===== config.mk =====
export PLATFORM = sky130hd
export DESIGN_NAME = iges_parameter_tokenizer
export DESIGN_NICKNAME = d
export VERILOG_FILES = /design/src/ipt_pkg.sv /design/src/ipt_token_store.sv /design/src/ipt_emit.sv /design/src/ipt_parser.sv /design/src/iges_parameter_tokenizer.sv
export SDC_FILE = /design/constraint.sdc
export NUM_CORES = 1
export LEC_CHECK = 0
export ABC_CLOCK_PERIOD_IN_PS = 8100
export BUFFER_PORTS_ARGS = -buffer_cell sky130_fd_sc_hd__buf_2
export CORE_ASPECT_RATIO = 1.5
export CORE_MARGIN = 5
export CORE_UTILIZATION = 67
export DETAILED_ROUTE_END_ITERATION = 16
export PLACE_DENSITY = 0.94
export SYNTH_ARGS = -nofsm -noshare
export SYNTH_HDL_FRONTEND = slang
export SYNTH_HIERARCHICAL = 1
export SYNTH_SLANG_ARGS = --single-unit

===== constraint.sdc =====
create_clock -name clk -period 8.1 [get_ports clk]
set_input_delay 1.62 -clock clk [delete_from_list [all_inputs] [get_ports clk]]
set_output_delay 1.62 -clock clk [all_outputs]
set_load 0.05 [all_outputs]

===== src/ipt_pkg.sv =====
package ipt_pkg;

  // Character codes the tokenizer recognizes.
  localparam logic [7:0] CHAR_H     = 8'h48;
  localparam logic [7:0] CHAR_SPACE = 8'h20;
  localparam logic [7:0] CHAR_ZERO  = 8'h30;
  localparam logic [7:0] CHAR_NINE  = 8'h39;

  // Reset values of the delimiter registers.
  localparam logic [7:0] PARAM_DELIM_RST  = 8'd44;
  localparam logic [7:0] RECORD_DELIM_RST = 8'd59;

  // Saturated count value, binary and packed decimal.
  localparam logic [15:0] COUNT_SAT = 16'hFFFF;
  localparam logic [19:0] BCD_SAT   = 20'h65535;

  // Configuration register indexes.
  typedef enum logic {
    REG_PARAM_DELIM  = 1'b0,
    REG_RECORD_DELIM = 1'b1
  } cfg_reg_t;

  // Request from the parser to the emitter. A burst streams stored characters;
  // otherwise a single result with no character is produced.
  typedef struct packed {
    logic burst;
    logic token_done;
    logic data_done;
    logic trunc;
  } emit_ctl_t;

endpackage


===== src/ipt_token_store.sv =====
module ipt_token_store import ipt_pkg::*; #(
  parameter int DEPTH = 32,
  parameter int AW    = 5
) (
  input  logic          clk,
  input  logic          wr_en,
  input  logic [AW-1:0] wr_addr,
  input  logic [7:0]    wr_data,
  input  logic          rd_en,
  input  logic [AW-1:0] rd_addr,
  output logic [7:0]    rd_data
);

  logic [7:0] mem [DEPTH];

  // Single write port.
  always_ff @(posedge clk) begin
    if (wr_en) begin
      mem[wr_addr] <= wr_data;
    end
  end

  // Registered read port, data holds when no read is issued.
  always_ff @(posedge clk) begin
    if (rd_en) begin
      rd_data <= mem[rd_addr];
    end
  end

endmodule


===== src/ipt_emit.sv =====
module ipt_emit import ipt_pkg::*; #(
  parameter int AW = 5,
  parameter int LW = 6
) (
  input  logic          clk,
  input  logic          rst,
  input  logic          req_valid,
  input  emit_ctl_t     req_ctl,
  input  logic [LW-1:0] req_len,
  output logic          busy,
  output logic          rd_en,
  output logic [AW-1:0] rd_addr,
  input  logic [7:0]    rd_data,
  output logic          out_valid,
  input  logic          out_stall,
  output logic [7:0]    token_char,
  output logic          char_present,
  output logic          token_done,
  output logic          data_done,
  output logic          truncated
);

  logic          active;
  logic [AW-1:0] rd_idx;
  logic [LW-1:0] left;
  logic          burst_dd;
  logic          burst_trunc;
  logic          pend;
  logic          pend_last;
  logic          dpend;
  emit_ctl_t     dres;
  logic          out_free;
  logic          issue;
  logic          load_mem;
  logic          load_dir;

  // The output register frees up when it is empty or its beat is taken.
  assign out_free = !out_valid || !out_stall;
  assign issue    = active && (!pend || out_free);
  assign load_mem = pend && out_free;
  assign load_dir = dpend && out_free;
  assign rd_en    = issue;
  assign rd_addr  = rd_idx;
  assign busy     = active || pend || dpend;

  // Read sequencer and pending-data tracking.
  always_ff @(posedge clk) begin
    if (rst) begin
      active    <= 1'b0;
      pend      <= 1'b0;
      dpend     <= 1'b0;
      out_valid <= 1'b0;
    end else begin
      if (req_valid) begin
        if (req_ctl.burst) begin
          active <= 1'b1;
        end else begin
          dpend <= 1'b1;
        end
      end
      if (issue) begin
        if (left == LW'(1)) begin
          active <= 1'b0;
        end
        pend <= 1'b1;
      end else if (load_mem) begin
        pend <= 1'b0;
      end
      if (load_dir) begin
        dpend <= 1'b0;
      end
      if (load_mem || load_dir) begin
        out_valid <= 1'b1;
      end else if (!out_stall) begin
        out_valid <= 1'b0;
      end
    end
  end

  // Burst bookkeeping and the single-result holding register.
  always_ff @(posedge clk) begin
    if (req_valid) begin
      rd_idx      <= '0;
      left        <= req_len;
      burst_dd    <= req_ctl.data_done;
      burst_trunc <= req_ctl.trunc;
      dres        <= req_ctl;
    end
    if (issue) begin
      rd_idx    <= rd_idx + AW'(1);
      left      <= left - LW'(1);
      pend_last <= (left == LW'(1));
    end
  end

  // Output payload register.
  always_ff @(posedge clk) begin
    if (load_mem) begin
      token_char   <= rd_data;
      char_present <= 1'b1;
      token_done   <= pend_last;
      data_done    <= burst_dd && pend_last;
      truncated    <= burst_trunc;
    end else if (load_dir) begin
      token_char   <= '0;
      char_present <= 1'b0;
      token_done   <= dres.token_done;
      data_done    <= dres.data_done;
      truncated    <= dres.trunc;
    end
  end

endmodule


===== src/ipt_parser.sv =====
module ipt_parser import ipt_pkg::*; #(
  parameter int TOKEN_BYTES = 32,
  parameter int AW          = 5,
  parameter int LW          = 6
) (
  input  logic          clk,
  input  logic          rst,
  input  logic [7:0]    param_delim,
  input  logic [7:0]    record_delim,
  input  logic          in_valid,
  output logic          in_stall,
  input  logic [7:0]    in_char,
  input  logic [15:0]   chars_after,
  input  logic          final_char,
  input  logic          emit_busy,
  output logic          req_valid,
  output emit_ctl_t     req_ctl,
  output logic [LW-1:0] req_len,
  output logic          wr_en,
  output logic [AW-1:0] wr_addr,
  output logic [7:0]    wr_data
);

  localparam logic [LW-1:0] TB_LEN = LW'(TOKEN_BYTES);

  typedef enum logic [1:0] {
    ST_IDLE = 2'b01,
    ST_LIT  = 2'b10
  } state_t;

  state_t        state, state_next;
  logic [LW-1:0] tok_len, tok_len_next;
  logic          ovf, ovf_next;
  logic          dig_only, dig_only_next;
  logic [15:0]   cnt, cnt_next;
  logic [19:0]   bcd, bcd_next;
  logic          in_lit, in_lit_next;
  logic [15:0]   lit_left, lit_left_next;
  logic          halted, halted_next;
  logic [19:0]   seq_digits, seq_digits_next;
  logic [2:0]    seq_ndig, seq_ndig_next;
  logic [2:0]    seq_pos, seq_pos_next;
  logic [LW-1:0] seq_len, seq_len_next;
  logic          seq_ovf, seq_ovf_next;
  logic          seq_emit, seq_emit_next;

  logic          accept;
  logic          is_dig;
  logic          len_zero;
  logic          act_put;
  logic          act_open;
  logic          act_delim;
  logic          room;
  logic [LW-1:0] put_len;
  logic          put_ovf;
  logic [3:0]    dval;
  logic [19:0]   cnt_x10;
  logic          sat;
  logic [15:0]   put_cnt;
  logic [19:0]   put_bcd;
  logic [15:0]   lit_left_dec;
  logic [2:0]    ndig;
  logic [19:0]   aligned;
  logic [LW-1:0] nd1;
  logic          open_ovf;
  logic [LW-1:0] open_len;
  logic [LW-1:0] aft_len;
  logic          aft_ovf;

  assign in_stall = rst || (state != ST_IDLE) || emit_busy;
  assign accept   = in_valid && !in_stall;
  assign is_dig   = (in_char >= CHAR_ZERO) && (in_char <= CHAR_NINE);
  assign len_zero = (tok_len == '0);

  // Decide what the character does; the rules are checked in this order.
  always_comb begin
    act_put   = 1'b0;
    act_open  = 1'b0;
    act_delim = 1'b0;
    if (!halted) begin
      priority if (in_lit) begin
        act_put = 1'b1;
      end else if (is_dig && len_zero) begin
        act_put = 1'b1;
      end else if ((in_char == CHAR_H) && !len_zero && dig_only) begin
        if (cnt > chars_after) begin
          act_put = 1'b1;
        end else begin
          act_open = 1'b1;
        end
      end else if ((in_char == param_delim) || (in_char == record_delim)) begin
        act_delim = 1'b1;
      end else if ((in_char != CHAR_SPACE) || !len_zero) begin
        act_put = 1'b1;
      end
    end
  end

  // Append one character; the running count saturates.
  assign room    = tok_len < TB_LEN;
  assign put_len = room ? tok_len + LW'(1) : tok_len;
  assign put_ovf = ovf || !room;
  assign dval    = in_char[3:0];
  assign cnt_x10 = {1'b0, cnt, 3'b000} + {3'b000, cnt, 1'b0} + {16'h0000, dval};
  assign sat     = |cnt_x10[19:16];
  assign put_cnt = sat ? COUNT_SAT : cnt_x10[15:0];
  assign put_bcd = sat ? BCD_SAT : {bcd[15:0], dval};

  assign lit_left_dec = (lit_left == '0) ? lit_left : lit_left - 16'd1;

  // Significant digits of the count, left-aligned for the rewrite sequence.
  always_comb begin
    priority if (bcd[19:16] != 4'h0) begin
      ndig = 3'd5;
    end else if (bcd[15:12] != 4'h0) begin
      ndig = 3'd4;
    end else if (bcd[11:8] != 4'h0) begin
      ndig = 3'd3;
    end else if (bcd[7:4] != 4'h0) begin
      ndig = 3'd2;
    end else begin
      ndig = 3'd1;
    end
    unique case (ndig)
      3'd5:    aligned = bcd;
      3'd4:    aligned = {bcd[15:0], 4'h0};
      3'd3:    aligned = {bcd[11:0], 8'h00};
      3'd2:    aligned = {bcd[7:0], 12'h000};
      default: aligned = {bcd[3:0], 16'h0000};
    endcase
  end

  // Rewritten literal header is the digits plus the H, cut to the buffer.
  assign nd1      = LW'(ndig) + LW'(1);
  assign open_ovf = nd1 > TB_LEN;
  assign open_len = open_ovf ? TB_LEN : nd1;

  assign aft_len = act_put ? put_len : tok_len;
  assign aft_ovf = act_put ? put_ovf : ovf;

  // Item processing, literal rewrite sequence and emit requests.
  always_comb begin
    state_next      = state;
    tok_len_next    = tok_len;
    ovf_next        = ovf;
    dig_only_next   = dig_only;
    cnt_next        = cnt;
    bcd_next        = bcd;
    in_lit_next     = in_lit;
    lit_left_next   = lit_left;
    halted_next     = halted;
    seq_digits_next = seq_digits;
    seq_ndig_next   = seq_ndig;
    seq_pos_next    = seq_pos;
    seq_len_next    = seq_len;
    seq_ovf_next    = seq_ovf;
    seq_emit_next   = seq_emit;
    req_valid       = 1'b0;
    req_ctl         = '0;
    req_len         = '0;
    wr_en           = 1'b0;
    wr_addr         = '0;
    wr_data         = '0;

    unique case (state)
      ST_LIT: begin
        // One header character written per cycle, the H last.
        wr_en           = LW'(seq_pos) < TB_LEN;
        wr_addr         = AW'(seq_pos);
        wr_data         = (seq_pos == seq_ndig) ? CHAR_H : CHAR_ZERO + {4'h0, seq_digits[19:16]};
        seq_digits_next = {seq_digits[15:0], 4'h0};
        seq_pos_next    = seq_pos + 3'd1;
        if (seq_pos == seq_ndig) begin
          state_next = ST_IDLE;
          if (seq_emit) begin
            req_valid          = 1'b1;
            req_ctl.burst      = 1'b1;
            req_ctl.token_done = 1'b1;
            req_ctl.data_done  = 1'b1;
            req_ctl.trunc      = seq_ovf;
            req_len            = seq_len;
          end
        end
      end
      default: begin
        if (accept) begin
          if (act_put) begin
            wr_en        = room;
            wr_addr      = tok_len[AW-1:0];
            wr_data      = in_char;
            tok_len_next = put_len;
            ovf_next     = put_ovf;
            if (dig_only) begin
              if (is_dig) begin
                cnt_next = put_cnt;
                bcd_next = put_bcd;
              end else begin
                dig_only_next = 1'b0;
              end
            end
            if (in_lit) begin
              lit_left_next = lit_left_dec;
              in_lit_next   = (lit_left_dec != '0);
            end
          end else if (act_open) begin
            tok_len_next    = open_len;
            ovf_next        = open_ovf;
            dig_only_next   = 1'b0;
            cnt_next        = '0;
            bcd_next        = '0;
            lit_left_next   = cnt;
            in_lit_next     = (cnt != '0);
            state_next      = ST_LIT;
            seq_digits_next = aligned;
            seq_ndig_next   = ndig;
            seq_pos_next    = '0;
            seq_len_next    = open_len;
            seq_ovf_next    = open_ovf;
            seq_emit_next   = final_char;
          end else if (act_delim) begin
            tok_len_next  = '0;
            ovf_next      = 1'b0;
            dig_only_next = 1'b1;
            cnt_next      = '0;
            bcd_next      = '0;
            halted_next   = (in_char == record_delim);
            req_valid          = 1'b1;
            req_ctl.burst      = !len_zero;
            req_ctl.token_done = 1'b1;
            req_ctl.data_done  = final_char;
            req_ctl.trunc      = ovf;
            req_len            = tok_len;
          end

          // End of string: flush a pending token or send the marker, then clear.
          if (final_char) begin
            if (!act_open && !act_delim) begin
              req_valid = 1'b1;
              if (!halted && (aft_len != '0)) begin
                req_ctl.burst      = 1'b1;
                req_ctl.token_done = 1'b1;
                req_ctl.data_done  = 1'b1;
                req_ctl.trunc      = aft_ovf;
                req_len            = aft_len;
              end else begin
                req_ctl.burst      = 1'b0;
                req_ctl.token_done = 1'b0;
                req_ctl.data_done  = 1'b1;
                req_ctl.trunc      = 1'b0;
              end
            end
            tok_len_next  = '0;
            ovf_next      = 1'b0;
            dig_only_next = 1'b1;
            cnt_next      = '0;
            bcd_next      = '0;
            in_lit_next   = 1'b0;
            lit_left_next = '0;
            halted_next   = 1'b0;
          end
        end
      end
    endcase
  end

  // Control state.
  always_ff @(posedge clk) begin
    if (rst) begin
      state    <= ST_IDLE;
      tok_len  <= '0;
      ovf      <= 1'b0;
      dig_only <= 1'b1;
      cnt      <= '0;
      bcd      <= '0;
      in_lit   <= 1'b0;
      lit_left <= '0;
      halted   <= 1'b0;
    end else begin
      state    <= state_next;
      tok_len  <= tok_len_next;
      ovf      <= ovf_next;
      dig_only <= dig_only_next;
      cnt      <= cnt_next;
      bcd      <= bcd_next;
      in_lit   <= in_lit_next;
      lit_left <= lit_left_next;
      halted   <= halted_next;
    end
  end

  // Rewrite sequence registers, only meaningful while in ST_LIT.
  always_ff @(posedge clk) begin
    seq_digits <= seq_digits_next;
    seq_ndig   <= seq_ndig_next;
    seq_pos    <= seq_pos_next;
    seq_len    <= seq_len_next;
    seq_ovf    <= seq_ovf_next;
    seq_emit   <= seq_emit_next;
  end

endmodule


===== src/iges_parameter_tokenizer.sv =====
// Channel  | Handshake            | Payload
// input    | in_valid / in_stall  | in_char, chars_after, final_char
// output   | out_valid / out_stall| token_char, char_present, token_done, data_done, truncated
// config   | cfg_we               | cfg_index, cfg_data
//
// An ordinary character does not stall the input. A character that ends a token stalls the
// input until the emitter is done with it: a token is read out of the token store through
// the registered read port, one beat per cycle, and an empty token gives one result with no
// character. Opening a literal writes its count digits and the H into the store one per
// cycle, with the input stalled meanwhile. Output stalls stretch any burst.
// Reset is synchronous; the token store needs no clearing pass and is not cleared.
module iges_parameter_tokenizer import ipt_pkg::*; #(
  parameter int TOKEN_BYTES = 32
) (
  input  logic        clk,
  input  logic        rst,
  input  logic        cfg_we,
  input  logic [0:0]  cfg_index,
  input  logic [7:0]  cfg_data,
  input  logic        in_valid,
  output logic        in_stall,
  input  logic [7:0]  in_char,
  input  logic [15:0] chars_after,
  input  logic        final_char,
  output logic        out_valid,
  input  logic        out_stall,
  output logic [7:0]  token_char,
  output logic        char_present,
  output logic        token_done,
  output logic        data_done,
  output logic        truncated
);

  localparam int AW = $clog2(TOKEN_BYTES);
  localparam int LW = $clog2(TOKEN_BYTES + 1);

  logic [7:0]    param_delim;
  logic [7:0]    record_delim;
  logic          emit_busy;
  logic          req_valid;
  emit_ctl_t     req_ctl;
  logic [LW-1:0] req_len;
  logic          wr_en;
  logic [AW-1:0] wr_addr;
  logic [7:0]    wr_data;
  logic          rd_en;
  logic [AW-1:0] rd_addr;
  logic [7:0]    rd_data;

  // Delimiter registers.
  always_ff @(posedge clk) begin
    if (rst) begin
      param_delim  <= PARAM_DELIM_RST;
      record_delim <= RECORD_DELIM_RST;
    end else if (cfg_we) begin
      if (cfg_reg_t'(cfg_index) == REG_PARAM_DELIM) begin
        param_delim <= cfg_data;
      end else begin
        record_delim <= cfg_data;
      end
    end
  end

  ipt_parser #(
    .TOKEN_BYTES (TOKEN_BYTES),
    .AW          (AW),
    .LW          (LW)
  ) u_parser (
    .clk          (clk),
    .rst          (rst),
    .param_delim  (param_delim),
    .record_delim (record_delim),
    .in_valid     (in_valid),
    .in_stall     (in_stall),
    .in_char      (in_char),
    .chars_after  (chars_after),
    .final_char   (final_char),
    .emit_busy    (emit_busy),
    .req_valid    (req_valid),
    .req_ctl      (req_ctl),
    .req_len      (req_len),
    .wr_en        (wr_en),
    .wr_addr      (wr_addr),
    .wr_data      (wr_data)
  );

  ipt_token_store #(
    .DEPTH (TOKEN_BYTES),
    .AW    (AW)
  ) u_store (
    .clk     (clk),
    .wr_en   (wr_en),
    .wr_addr (wr_addr),
    .wr_data (wr_data),
    .rd_en   (rd_en),
    .rd_addr (rd_addr),
    .rd_data (rd_data)
  );

  ipt_emit #(
    .AW (AW),
    .LW (LW)
  ) u_emit (
    .clk          (clk),
    .rst          (rst),
    .req_valid    (req_valid),
    .req_ctl      (req_ctl),
    .req_len      (req_len),
    .busy         (emit_busy),
    .rd_en        (rd_en),
    .rd_addr      (rd_addr),
    .rd_data      (rd_data),
    .out_valid    (out_valid),
    .out_stall    (out_stall),
    .token_char   (token_char),
    .char_present (char_present),
    .token_done   (token_done),
    .data_done    (data_done),
    .truncated    (truncated)
  );

endmodule

# Word-level counts from Yosys, hierarchy flattened
# Memory sizes are Yosys's and may differ from the RTL's. A register that Yosys moved wholly into a read port is not among the register bits.
# Cells that the tools add are included.
# classes
reduce_logical	61
bitwise	4
n_eq_ne	20
n_mux	141
add_sub_neg	9
magnitude_cmp	5
# ops
op	n
$mux 20	11
$mux 16	12
$mux 6	19
$pmux 20 s4	1
$mux 1	64
$mux 8	6
$mux 4	10
$reduce_bool 16->1	2
$mux 5	5
$mux 3	7
$add 19x17->20	1
$add 20x4->20	1
$reduce_bool 4->1	5
$eq 8x8->1	2
$gt 16x16->1	1
$logic_not 16->1	1
$sub 16x1->16 const B	1
$mux 2	6
$reduce_and 3->1	4
$reduce_and 4->1	3
$reduce_bool 2->1	6
$logic_and 1x1->1	11
$logic_or 1x1->1	10
$reduce_and 5->1	2
other kinds (28)	49
# totals
out_inout_bits	14
wordCells	274
n_memories	1
regBits	145
ram_bits	256
# mem_list
name	words	word_bits	rd	rd_ports_with_merged_regs	write_ports	line	source
u_store.mem	32	8	1	1	1	ipt_token_store.sv:14	logic [7:0] mem [DEPTH];

# Depth between registers and ports, before layout
# depth
depth_word	21
mapped_depth	16
mapped_depth_nobuf	15

# Cells and area by module
# Netlist, hierarchy kept.
# modules_own_cells
mod	cells_per_inst	n_inst	area_each_um2
ipt_token_store	417	1	10133.5
ipt_parser	825	1	6721.4
ipt_emit	99	1	1350.0
iges_parameter_tokenizer	66	1	669.4

# Least setup slack after synthesis
# No wires, ideal clock.
# synth_timing
path_kind	input port to flip-flop
from	input in_char[0]
to	memory u_store.mem[0][0] (enable)
t_required_ns	7.730
slack_ns	2.912
cell_stages	11
setup_ns	0.370
t_arrival_ns	4.818
cell_sequence	or4_1 > or3_4 > nor3_4 > inv_2 > o31ai_2 > clkbuf_1 > nor2_1 > a22o_1 > or3b_2 > clkbuf_1 > nor2_1
# synth_between
elab_cells_between_ends	26
cone_classes	2 x order compare; 4 x eq/ne; 14 x mux; 6 x reduce/logical
# synth_rtl
item	line	source
start, declared	iges_parameter_tokenizer.sv:22	input logic [7:0] in_char,
$ne 8x6->1	ipt_parser.sv:93	end else if ((in_char != CHAR_SPACE) || !len_zero) begin
$logic_or 1x1->1	ipt_parser.sv:93	
$mux 1	ipt_parser.sv:93	
$mux 1	ipt_parser.sv:91	end else if ((in_char == param_delim) || (in_char == record_delim)) begin
$mux 1	ipt_parser.sv:85	end else if ((in_char == CHAR_H) && !len_zero && dig_only) begin
$mux 1 (*)	ipt_parser.sv:83	end else if (is_dig && len_zero) begin
$mux 1 (*)	ipt_parser.sv:81	priority if (in_lit) begin
$mux 1 (*)	ipt_parser.sv:80	if (!halted) begin
$mux 5 (*)	ipt_parser.sv:187	if (act_put) begin
$mux 5 (*)	ipt_parser.sv:186	if (accept) begin
$mux 5 (*)	ipt_parser.sv:165	unique case (state)
via wr_addr[1]	iges_parameter_tokenizer.sv:44	logic [AW-1:0] wr_addr;
end, declared	ipt_token_store.sv:14	
# The timed path passes the listed nets; every way through them passes the cells marked *.

# Worst setup path in the final report
# layout_timing
from	input in_char[0]
to	memory u_store.mem[14][1] (enable)
# The elaborated chain is that of the path after synthesis.

==> metrics.txt <==
# port buffers 52; global-route wire length before repair 72100 um; pin count of the biggest net entering global routing 68; most area-hungry cell type in the Yosys netlist edfxtp_1; Setup Buffers After CTS 0; Power Density 208 mW/mm^2; switching power 0.884 mW; routed vias 12.5k; mapped cell area 0.0189 sq mm; crit-path max cell delay 880 ps; dpl ws 1940 ps; WL final 47000 um; Post-DRT Antenna Nets 0; Syn Inst Count 1407; max frequency 0.171 GHz; layout cells sized above 1 16.6%; mean number of vias per cell 6.91; DR pass1 iterations 6; Combinational Power Share 4.4%; worst slew pin tran 1330 ps; Worst EP arrival 6010 ps; cts repair resizes 0; critical path class input port to register; Die H 216 um; IO Pins 53; count of hold-fix buffers inserted at cts 0; Die ar. 0.0317 sq mm; Total GRT Usage 29.6%; die width 147 um; cell mode on critical path nor2_1; Post-route DRC 0; vias in the first global route 12.5k; commonest non-fill, non-tap cells in the layout edfxtp_1 (317), nor2_1 (133), nand2_1 (113), dfxtp_1 (88), mux4_2 (80); synth warn 6; number of flops mapped to enable cells by yosys 317; Buf/Inv on CP 2; crit share post-route 72.2%; CTS root buf clkbuf_16; clk_skew 26.9 ps; CTS sink count 405; CP Max Fanout 15; fin crit period 5850 ps; CTS tree built; FF+latch count, synth 405; Clock Latency Late Sink 540 ps; Num CTS Buffers 37; CP delay by family, top simple AND/OR/NAND/NOR gates; Avg Inst Size Synth 13.4 sq um; status finished clean; max-slew violation count 0; switch share 20.7%; Layout Utilization 73.9%; clock share of power 42.8%; PnR worst setup slack 2250 ps; clk buf depth 3; async set-or-reset flop fraction in the synthesized netlist 0%; Max IR drop VDD 0.000206 V; critical path cell sequence buf_2 -> or4_1 -> or3_4 -> nor3_4 -> inv_2 -> o31ai_2 -> nor2_1 -> a22o_1 -> nand3b_1 -> nor2_1; Startpoint Class input port; Final Hold Fails 0; hpwl dp 30800 um; Internal 3.39 mW; initial antenna violation count 0; ranking of synthesized cells by area edfxtp_1 (50%), mux4_2 (9.5%), dfxtp_1 (9.3%); commonest non-fill, non-tap cell in the layout edfxtp_1; Overflow after GRT 0; Worst path slowest cell o31ai_2; total of max-cap violations 0; clk slew on worst S/H paths 60 ps; Hold Path Class register to register; leakage power 7.37 nW; unrepaired setup endpoints after global routing no; drt first-iter violations 1587; Worst Hold Slack 452 ps; sequential fraction of the synthesis area 59.8%; CP required 8260 ps; Placer Congestion 0.934; sequential share of power 52.8%; core area 0.0279 sq mm; Rel. slew slack 11.3%; Nets 1538; Mapped Nets 1508; Netlist cell types 92; final setup TNS 0 ps; Synth top area share 50.4%; Post-synth top flop edfxtp_1; number of diodes 0; Setup crit end kind register; WL/cell 25.9 um; final setup violation count 0; Area Overhead vs Synth 9.07%; Max H-tree Level 2; row count 75; Initial Util 67.7%
## synth_stat cells (all sizes together), types with 3 or more instances
master / count
a211o: 7
a211oi: 6
a21o: 13
a21oi: 62
a222oi: 15
a22o: 22
a22oi: 12
a31oi: 5
and2: 8
and3: 21
buf: 32
clkbuf: 41
dfxtp: 88
edfxtp: 317
ha: 60
inv: 42
mux2: 10
mux2i: 12
mux4: 80
nand2: 115
nand2b: 19
nand3: 27
nand3b: 7
nand4: 10
nand4bb: 3
nor2: 134
nor2b: 6
nor3: 20
nor3b: 5
nor4: 17
o211ai: 3
o21ai: 70
o22ai: 3
o31ai: 8
or2: 7
or3: 10
or3b: 3
or4: 6
xnor2: 24
xor2: 25
## kinds of logic after synthesis
group                      count (synthesis)  synth area share, %
xor gates and xnor gates                  49                 2.27
other                                      1               0.0199
adders and majority gates                 62                 4.19
AOI/OAI and AO/OA                        250                 9.13
muxes                                    102                 10.8
buffers and inverters                    115                 2.72
and+or+nand+nor                          423                 11.1
DFF                                      405                 59.8
## power groups by stage
stage / Clock, mW / Combinational (mW) / Sequential [mW]
after detailed placement: 0 / 0.181 / 2.30
after CTS: 1.84 / 0.183 / 2.26
after global routing: 1.94 / 0.197 / 2.26
after floorplan: 0 / 0.118 / 2.30
final: 1.83 / 0.186 / 2.26
after global placement: 0 / 0.173 / 2.30
## area by class of cell
class                   count  area (sq um)
flip-flops and latches    405         11300
well taps                 346           433
clock buffers              56          1110
inverters                  42           158
fillers                  1585          7280
multi-input cells         887          7080
clock inverters            12           174
repair buffers             64           350
## path summary, 6_finish.rpt
kind / startpoint / cells after the start / slack (ps) / end
max reg2reg: u_parser/cnt[0] / 11 / 2990 / u_store/mem[14][1]
min reg2reg: u_emit/dres[0] / 0 / 450 / u_emit/truncated
min: u_emit/dres[0] / 0 / 450 / u_emit/truncated
max: in_char[0] / 10 / 2250 / u_store/mem[14][1]
## state kept, by name (all words and copies together) (netlist names), 3 cells and up
signal / count
u_store/mem: 256
u_parser/seq_digits: 20
u_parser/bcd: 19
u_parser/cnt: 16
u_parser/lit_left: 16
param_delim: 8
record_delim: 8
u_emit/token_char: 8
u_store/rd_data: 8
u_emit/left: 6
u_parser/tok_len: 6
u_emit/rd_addr: 5
u_parser/seq_len: 4
u_emit/dres: 3
u_parser/seq_ndig: 3
u_parser/seq_pos: 3
## through the flow
| step | power (mW) | cell area, sq um | cells |
|---|---|---|---|
| floorplan | 2.42 | 18900 | 1407 |
| global placement | 2.48 | 19300 | 1744 |
| detailed placement | 2.48 | 19300 | 1744 |
| CTS | 4.28 | 20600 | 1812 |
| global route | 4.40 | 20600 | 1812 |
| finish | 4.28 | 20600 | 1812 |
## layer usage
layer  up-vias  GRT usage [%]  wire length (um)
met5         -              0                 0
met4         0           17.9              3280
met3       175           4.30              3590
met2       800           52.1             24700
met1      6101           34.4             15400
li1       5449              -                 -
No activity file was read; power rests on OpenSTA's default activity.
